<file path="src/hdl/bilinear_image_resize_top_macros.svh">
// Assertion macros for the bilinear scaler RTL.
// Used by bilinear_image_resize_top.sv; expects clk and rst_n in scope.
`ifndef BILINEAR_IMAGE_RESIZE_TOP_MACROS_SVH
`define BILINEAR_IMAGE_RESIZE_TOP_MACROS_SVH

// Consequent must hold in the same cycle as the antecedent.
`define BIR_ASSERT_IMP(label, ante, cons, msg) \
  label: assert property (@(posedge clk) disable iff (!rst_n) (ante) |-> (cons)) \
    else $error(msg);

// Consequent must hold in the cycle after the antecedent.
`define BIR_ASSERT_NXT(label, ante, cons, msg) \
  label: assert property (@(posedge clk) disable iff (!rst_n) (ante) |=> (cons)) \
    else $error(msg);

`endif

</file>
<file path="src/hdl/bir_pkg.sv">
// Shared types and constants of the bilinear scaler.
// No dependencies; imported by every RTL module of the block.
package bir_pkg;

  localparam int FRAC_BITS      = 8;
  localparam int MAX_SRC_WIDTH  = 256;
  localparam int MAX_SRC_HEIGHT = 256;
  localparam int MAX_DST_SIZE   = 1024;

  localparam int COORD_W = 10;
  localparam int PIX_W   = 8;
  localparam int SW_W    = 9;
  localparam int DW_W    = 11;
  localparam int SX_W    = $clog2(MAX_SRC_WIDTH);
  localparam int SY_W    = $clog2(MAX_SRC_HEIGHT);
  localparam int POS_W   = ((SX_W > SY_W) ? SX_W : SY_W) + FRAC_BITS;
  localparam int NUM_W   = COORD_W + SW_W + FRAC_BITS;
  localparam int DIV_STAGES = POS_W;
  localparam int BANK_AW = (SX_W - 1) + (SY_W - 1);
  localparam int WGT_W   = FRAC_BITS + 1;
  localparam int Q_W     = WGT_W + PIX_W;
  localparam int V_W     = WGT_W + Q_W;

  localparam logic [WGT_W-1:0] ONE_FX = WGT_W'(1) << FRAC_BITS;

  typedef enum logic {OP_LOAD, OP_SAMPLE} op_t;

  typedef enum logic [1:0] {
    REG_SRC_WIDTH,
    REG_SRC_HEIGHT,
    REG_DST_WIDTH,
    REG_DST_HEIGHT
  } reg_idx_t;

  typedef struct packed {
    logic               valid;
    op_t                op;
    logic [COORD_W-1:0] col;
    logic [COORD_W-1:0] row;
    logic [PIX_W-1:0]   pix;
  } item_t;

  typedef struct packed {
    logic               we;
    logic [SX_W-1:0]    col;
    logic [SY_W-1:0]    row;
    logic [PIX_W-1:0]   data;
  } wr_req_t;

  typedef struct packed {
    logic [SX_W-1:0] x1;
    logic [SX_W-1:0] x2;
    logic [SY_W-1:0] y1;
    logic [SY_W-1:0] y2;
  } rd_req_t;

endpackage

</file>
<file path="src/hdl/bir_div.sv">
// Pipelined restoring divider: one quotient bit per stage, overflow flagged up front.
// Depends on bir_pkg.
module bir_div (
  input  logic                        clk,
  input  logic                        en,
  input  logic [bir_pkg::NUM_W-1:0]   num,
  input  logic [bir_pkg::DW_W-1:0]    den,
  output logic [bir_pkg::POS_W-1:0]   quo,
  output logic                        ovf
);
  import bir_pkg::*;

  logic [DW_W-1:0]  rem_r   [0:DIV_STAGES];
  logic [POS_W-1:0] numlo_r [0:DIV_STAGES];
  logic [POS_W-1:0] q_r     [0:DIV_STAGES];
  logic             ovf_r   [0:DIV_STAGES];

  // Quotient does not fit in POS_W bits: position is out of range anyway.
  always_ff @(posedge clk) begin
    if (en) begin
      ovf_r[0]   <= (num[NUM_W-1:POS_W] >= den);
      rem_r[0]   <= (num[NUM_W-1:POS_W] >= den) ? '0 : num[NUM_W-1:POS_W];
      numlo_r[0] <= num[POS_W-1:0];
      q_r[0]     <= '0;
    end
  end

  for (genvar k = 1; k <= DIV_STAGES; k++) begin : g_stage
    logic [DW_W:0]   rem_sh;
    logic            take;
    logic [DW_W-1:0] rem_nxt;

    always_comb begin
      rem_sh  = {rem_r[k-1], numlo_r[k-1][POS_W-1]};
      take    = (rem_sh >= {1'b0, den});
      rem_nxt = take ? DW_W'(rem_sh - {1'b0, den}) : rem_sh[DW_W-1:0];
    end

    always_ff @(posedge clk) begin
      if (en) begin
        rem_r[k]   <= rem_nxt;
        numlo_r[k] <= {numlo_r[k-1][POS_W-2:0], 1'b0};
        q_r[k]     <= {q_r[k-1][POS_W-2:0], take};
        ovf_r[k]   <= ovf_r[k-1];
      end
    end
  end

  assign quo = q_r[DIV_STAGES];
  assign ovf = ovf_r[DIV_STAGES];

endmodule

</file>
<file path="config.mk">
export PLATFORM = sky130hd
export DESIGN_NAME = bir_div
export DESIGN_NICKNAME = d
export VERILOG_FILES = /design/src/hdl/bilinear_image_resize_top_macros.svh /design/src/hdl/bir_pkg.sv /design/src/hdl/bir_div.sv
export SDC_FILE = /design/constraint.sdc
export NUM_CORES = 1
export LEC_CHECK = 0
export ABC_AREA = 1
export BUFFER_PORTS_ARGS = -buffer_cell sky130_fd_sc_hd__buf_2
export CORE_MARGIN = 3
export CORE_UTILIZATION = 45
export CTS_CLUSTER_SIZE = 12
export DETAILED_ROUTE_END_ITERATION = 7
export PLACE_DENSITY = 0.61
export SKIP_LAST_GASP = 1
export SYNTH_ARGS = -nofsm -noshare
export SYNTH_HDL_FRONTEND = slang
export SYNTH_SLANG_ARGS = --single-unit
</file>
<file path="constraint.sdc">
create_clock -name clk -period 4.2 [get_ports clk]
set_input_delay 0.63 -clock clk [delete_from_list [all_inputs] [get_ports clk]]
set_output_delay 0.63 -clock clk [all_outputs]
set_load 0.01 [all_outputs]
</file>
---- Word level (Yosys, flattened, before mapping) ----
Memories as Yosys holds them, arrays and structs flattened.
Cells that the tools add are included.
cells by class
  $lt $le $gt $ge ......................... 17
  mux-type cells .......................... 19
  add/sub/neg operators ................... 16
operators by type and width
  cell              number
  $ge A12 B11 Y1    16
  $mux W11          17
  $sub A11 B11 Y11  16
  $ge A11 B11 Y1    1
  $mux W1           2
word-level totals
  flip-flop bits (word level) ............. 0
  output and inout port bits .............. 17
  memories ................................ 4
  memory bits (writable) .................. 748
  input bits .............................. 40
  word-level logic and storage cells ...... 56
memory list
  memory   words  bits a word  read ports  clocked after memory_dff  wr ports  line           RTL
  numlo_r  17     16           16          0                         17        bir_div.sv:14  logic [POS_W-1:0] numlo_r [0:DIV_STAGES];
  q_r      17     16           17          0                         17        bir_div.sv:15  logic [POS_W-1:0] q_r [0:DIV_STAGES];
  rem_r    17     11           16          0                         17        bir_div.sv:13  logic [DW_W-1:0] rem_r [0:DIV_STAGES];
  ovf_r    17     1            17          0                         17        bir_div.sv:16  logic ovf_r [0:DIV_STAGES];

---- Longest topological paths before layout ----
Gate-level depths: netlist of the first run.
  word-level depth ........................ 2
  depth in mapped cells ................... 11
  depth with buffers taken out ............ 11

---- Least setup slack after synthesis of the first run ----
No wires, ideal clock.
  kind .................................... input-to-reg
  start point ............................. input port den[7] in the netlist's numbering
  end point ............................... memory rem_r[15][9] (netlist: rem_r[0][174]), data pin
  required time ........................... 3.947 ns
  library setup time ...................... 0.253 ns
  buffers on the path ..................... 1
  slack ................................... 1.870 ns
  data arrival time ....................... 2.077 ns
  stages on the path ...................... 11
  cell sequence ........................... inv_1 ha_1 nand2_1 inv_2 nand2_1 nand2_1 nand2_1 nand4_4 buf_8 nand3_2 nand2_1
RTL lines
  what             line           RTL
  start, declared  bir_div.sv:7   input logic [bir_pkg::DW_W-1:0] den,
  end, declared    bir_div.sv:13

==> flow_summary.toml, run 1 <==
[outcome]
status = "finished clean"

[floorplan]
core_area_mm2 = 0.06103
initial_utilization_pct = 46.06
ioPinCount = 57
rows = 90
die_height_um = 255.9
die-area_mm2 = 0.06550
die_w_um = 255.9

[setup_path]
critical_path.slowest_cell = "buf_2"
r2r-start = "numlo_r[0][223]$_DFFE_PP_"
critical_path_arrival_ps = 2810
crit_end = "rem_r[0][44]$_DFFE_PP_"
start_kind = "input pin"
cp_max_fo = 17
reg2reg_to = "rem_r[0][155]$_DFFE_PP_"
r2r_slack_ps = 1980
critPathKind = "input pin to register"
cp_data_required_time_ps = 4520
max_stage_delay_ps = 620
end_kind = "register"
crit_start = "den[0]"
crit_path_cell_trace = "buf_2 > ha_1 > fa_1 > inv_1 > nand3_1 > nand3_2 > nand2_4 > nand4_4 > nand2_1 > o21ai_0"
reg2reg_depth = 10

[clock_network]
postCtsSetupRepairBufs = 0
clk_pin_slew_ps = 60
cts.path.max_buffers = 3
htree_levels = 2
cts_buffers = 53
post_cts_resize_count = 0
cts_tree = "done"
cts_root_buf = "clkbuf_16"
cts_hold_buf = 0
insertion_delay_ps = 590
cts_sinks = 465

[grt]
grt_usage_pct = 18.80
grt_first_pass_wirelength_um = 99480
grt_max_degree = 113
antenna_found_initial = 0
first_global_vias = 19200
grt.overflow.total = 0

[sta]
relSlewSlack_pct = 44.30
fin_tns_setup_ps = 0
post-route-min-period_ps = 2489
finalHoldViolations = 0
drv_slew = 0
tightest_slew_ps = 835.5
period_share_pct = 59.26
max_freq_ghz = 0.4018
rsz0062_at_grt = "no"
finalSetupViolCount = 0
clock_skew_ps = 20.15
layout_setup_ws_ps = 1711

[layout]
nets = 3242
mostFrequentLayoutCell = "nand2_1"
antenna_cells = 0
n_fill_cell = 5559
drive_gt1_share_pct = 15.46
seq_area_mm2 = 0.01396
syn_to_final_growth_pct = 10.46
mostFrequentLayoutCells = "840 x nand2_1, 465 x edfxtp_1, 406 x inv_1"
final_area_mm2 = 0.03105
multi_input_area_mm2 = 0.01217

[yosys]
avgSynthCellArea_um2 = 9.703
synthesis.area_mm2 = 0.02811
syn_nets = 3139
netlist.area_leader.share_pct = 49.67
syn-instance-count = 2897
synth_area_leader_cell = "edfxtp_1"
yosys-top-cells-area = "edfxtp_1 50%, nand2_1 11%, ha_1 8.3%"
yosysSeqAreaShare_pct = 49.67
synth-seq-cells = 465
yosys_warnings = 0
synth_cell_type_count = 33

[routing]
drtPass1Iterations = 6
vias_per_cell = 5.051
vias = 19540
drt_iter0_drc = 1207
wirelength_um = 62110
final_antenna_net_count = 0
wl_per_cell_um = 16.06
drc = 0

[pwr]
p_sw_mw = 8.062
ir_worst_vdd_v = 0.0002923
p_comb_share_pct = 42.9
swShare_pct = 39.25
p_per_area_mw_per_mm2 = 661.4
p_seq_share_pct = 35.1
leakagePower_nw = 13.93
internal_power_mw = 12.48
pwr-share-clk_pct = 22.0

[placed_design]
portBuffers = 56
dpl.hpwl_um = 43910
placedInstanceArea_mm2 = 0.02935
dp_worst_setup_slack_ps = 1078
place_congestion = 0.8752

[flow_run]
drv_cap = 0

[worst_hold_path]
hold_path_class = "input pin to register"
[logic make-up (layout without fill, tap and decap cells)]
kind of cell,after synthesis,after routing,share of synthesized area (%)
adder cells (fa/ha/maj),202,202,9.392
flip-flops,465,465,49.67
XOR/XNOR,45,45,1.402
buffers and inverters,465,608,7.041
AO/OA/AOI/OAI,149,149,2.871
AND/OR/NAND/NOR,1571,1571,29.62
[metal layers]
metal	vias to the layer above	wire length (µm)	track usage (%)
met5	-	0	0
met4	0	1809	5.607
met3	114	2234	2.553
met2	353	29700	32.33
met1	9075	28370	24.80
li1	9996	-	-
[state kept, by name, summed over array words and instances, names as in the netlist]
name,count
numlo_r,136
ovf_r,17
q_r,136
rem_r,176
[power groups by stage]
stage	Clock, mW	Sequential [mW]	Combinational (mW)
after global routing	4.85	7.30	10.1
after detailed placement	0	7.32	8.76
after CTS	4.67	7.23	8.82
after floorplan	0	6.99	7.35
after global placement	0	7.33	8.66
final	4.52	7.21	8.81
[through the flow]
| step | hold WS (ps) | util [%] | cells | total power, mW |
|---|---|---|---|---|
| 2_1_floorplan | 400.3 | - | 2897 | 14.34 |
| 3_3_place_gp | 400.3 | 48.08 | 3773 | 15.98 |
| 3_5_place_dp | 404.5 | 48.08 | 3773 | 16.08 |
| 4_1_cts | 167.7 | 50.87 | 3868 | 20.72 |
| 5_1_grt | 179.4 | 50.87 | 3868 | 22.25 |
| 6_report | 215.9 | 50.87 | 3868 | 20.54 |
[Yosys cell counts, drive strengths merged]
cell type and instances:
o21ai 79, xnor2 15, nand4 152, o21a 1
nor2 182, buf 19, inv 434, a21oi 68
o211ai 1, nor3 1, nand3 229, clkbuf 12
ha 187, nand3b 60, edfxtp 465, or2 15
nand2 917, xor2 30, fa 15, and2 15
[final cells by class]
type	count	share of cell area, %
well taps	828	3.337
multi-input cells	1967	39.19
repair buffers	79	1.773
clock inverters	29	0.9188
inverters	434	5.247
flip-flops and latches	465	44.97
clock buffers	66	4.566
[worst min-delay path by stage]
| stage | startpoint | end | slack [ps] | depth (start not counted) |
|---|---|---|---|---|
| 5_1_grt | num[4] | numlo_r[0][4]$_DFFE_PP_ | 180 | 1 |
| 2_1_floorplan | numlo_r[0][85]$_DFFE_PP_ | numlo_r[0][102]$_DFFE_PP_ | 400 | 0 |
| 4_1_cts | num[4] | numlo_r[0][4]$_DFFE_PP_ | 170 | 1 |
| 6_report | num[4] | numlo_r[0][4]$_DFFE_PP_ | 220 | 1 |
| 3_3_place_gp | q_r[0][186]$_DFFE_PP_ | q_r[0][203]$_DFFE_PP_ | 400 | 0 |
| 3_5_place_dp | numlo_r[0][142]$_DFFE_PP_ | numlo_r[0][159]$_DFFE_PP_ | 400 | 0 |
[critical path: cells and delay by family]
kind | cells | cell delay [ps]
fa+ha+maj | 2 | 550
compound gates | 1 | 100
buf+inv | 2 | 700
simple gates | 5 | 800
(Power assumes the default switching activity.)
==> run 2: changes to the inputs <==
==> constraint.sdc (replaced) <==
create_clock -name clk -period 2.4 [get_ports clk]
set_input_delay 0.36 -clock clk [delete_from_list [all_inputs] [get_ports clk]]
set_output_delay 0.36 -clock clk [all_outputs]
set_load 0.01 [all_outputs]
==> run 2 against run 1 <==
Net effect:
- sequential share of layout area fell by 1.4 points
- die area unchanged
- clock power up 87%
- hold slack got worse by 100 ps
- combinational power increased by 84%
- sequential power increased by 75%
- global-route usage up 0.21 points
- via count up 2.1%
- critical path type is now register to register
- first-iteration DRC count grew 9.7%
- critical path depth unchanged
==> flow_summary.toml, run 2 (synthesis gave the netlist of run 1 again) <==
[outcome]
status = "finished clean"

[floorplan]
die-area_mm2 = 0.06550
ioPinCount = 57
die_w_um = 255.9
rows = 90
core_area_mm2 = 0.06103
die_height_um = 255.9
initial_utilization_pct = 46.06

[pwr]
ir_worst_vdd_v = 0.0005443
pwr-share-clk_pct = 22.7
p_comb_share_pct = 43.5
p_per_area_mw_per_mm2 = 1158
swShare_pct = 38.58
power_mw = 37.14
p_seq_share_pct = 33.8
leakagePower_nw = 14.46
internal_power_mw = 22.81
p_sw_mw = 14.33

[grt]
first_global_vias = 19530
grt_use_met2_pct = 31.68
grt_util_met1_pct = 26.12
busiest_layer = "met2"
antenna_found_initial = 0
grt_max_degree = 94
met3_usage_pct = 2.404
grt_first_pass_wirelength_um = 101500
grt.overflow.total = 0
grt_usage_pct = 19.01

[layout]
final_cell_count_no_fill = 3959
final_util_pct = 52.56
final_area_mm2 = 0.03208
largest_reg_flops = 176
mostFrequentLayoutCell = "nand2_1"
n_fill_cell = 5603
drive_gt1_share_pct = 17.41
reg_top3 = "rem_r: 176 flops, numlo_r: 136 flops, q_r: 136 flops"
registers.top_by_ff_count = "rem_r"
syn_to_final_growth_pct = 14.12
antenna_cells = 0
nets = 3331
mostFrequentLayoutCells = "840 x nand2_1, 465 x edfxtp_1, 406 x inv_1"

[setup_path]
critPathKind = "register to register"
cp_data_required_time_ps = 2730
cp_max_fo = 13
start_kind = "register"
end_kind = "register"
critical_path_arrival_ps = 2500

[routing]
wl_per_cell_um = 15.73
wirelength_um = 62290
vias = 19950
drtPass1Iterations = 5
final_antenna_net_count = 0
vias_per_cell = 5.038
drc = 0
drt_iter0_drc = 1324

[clock_network]
cts_tree = "done"
cts_root_buf = "clkbuf_16"
cts_buffers = 54
cts.path.max_buffers = 3
cts_sinks = 465
insertion_delay_ps = 600
clk_pin_slew_ps = 60
htree_levels = 2

[placed_design]
dp_worst_setup_slack_ps = -28.40
dpl.hpwl_um = 44780
placedInstanceArea_mm2 = 0.03004
place_congestion = 0.8889
dp_cells = 3842
portBuffers = 56

[sta]
period_share_pct = 90.37
finalSetupViolCount = 0
tightest_slew_ps = 494.3
rsz0062_at_grt = "no"
drv_slew = 0
max_freq_ghz = 0.4611
finalHoldViolations = 0
fin_tns_setup_ps = 0
layout_setup_ws_ps = 231.2
post-route-min-period_ps = 2169
relSlewSlack_pct = 67.05
hold-worst-slack_ps = 112.5
clock_skew_ps = 12.99

[flow_run]
drv_cap = 0

[worst_hold_path]
hold_path_class = "input pin to register"
## run 2: cell count changes in the layout (fill, tap and decap cells not counted), sizes merged
| cell | before | now |
|---|---|---|
| buf | 79 | 151 |
| dlygate4sd3 | 0 | 16 |
| bufinv | 5 | 8 |
| clkinv | 19 | 17 |
| clkinvlp | 3 | 5 |
| clkbuf | 66 | 67 |
| inv | 436 | 435 |
## run 2: power groups by stage
stage | sequential (mW) | clock (mW) | combinational (mW)
6_report | 12.6 | 8.43 | 16.2
3_3_place_gp | 12.7 | 0 | 15.7
2_1_floorplan | 12.2 | 0 | 12.9
4_1_cts | 12.6 | 8.74 | 16.0
5_1_grt | 12.7 | 9.03 | 18.4
3_5_place_dp | 12.7 | 0 | 15.9
## run 2: layout make-up
type                            instances  area, µm²  share of cell area, %
Clock buffer                           67       1464                  4.563
Clock inverter                         31      367.9                  1.147
Inverter                              434       1629                  5.078
Multi-Input combinational cell       1967      12170                  37.93
Sequential cell                       465      13960                  43.53
Tap cell                              828       1036                  3.229
Timing Repair Buffer                  167       1451                  4.524
## run 2: path summary, 6_finish.rpt
kind | startpoint | slack [ps] | depth (start not counted) | end
max | numlo_r[0][207]$_DFFE_PP_ | 230 | 10 | rem_r[0][143]$_DFFE_PP_
min | num[26] | 110 | 3 | rem_r[0][10]$_SDFFCE_PP0P_
max reg2reg | numlo_r[0][207]$_DFFE_PP_ | 230 | 10 | rem_r[0][143]$_DFFE_PP_
min reg2reg | ovf_r[3]$_DFFE_PP_ | 410 | 0 | ovf_r[4]$_DFFE_PP_
## run 2: layer usage
layer / wire length [µm] / vias to the layer above
li1: - / 10160
met1: 29400 / 9348
met2: 29070 / 333
met3: 2261 / 105
met4: 1551 / 0
met5: 0 / -
## run 2: timing repair
action | 4_1_cts | 5_1_grt
endpoints found under the setup margin | 0 | 7
buffers inserted | 0 | 3
hold buffers | 16 | 0
hold endpoints to repair | 16 | 0
gates resized for setup | 0 | 0
## run 2: worst max-delay path, cell delays in order, from the launching register on
cell and delay [ps]:
edfxtp_1 390, inv_1 100, ha_1 220, fa_1 420
inv_1 110, nand3_1 90, nand3_2 140, nand2_4 110
nand4_4 100, buf_12 150, o21ai_0 80
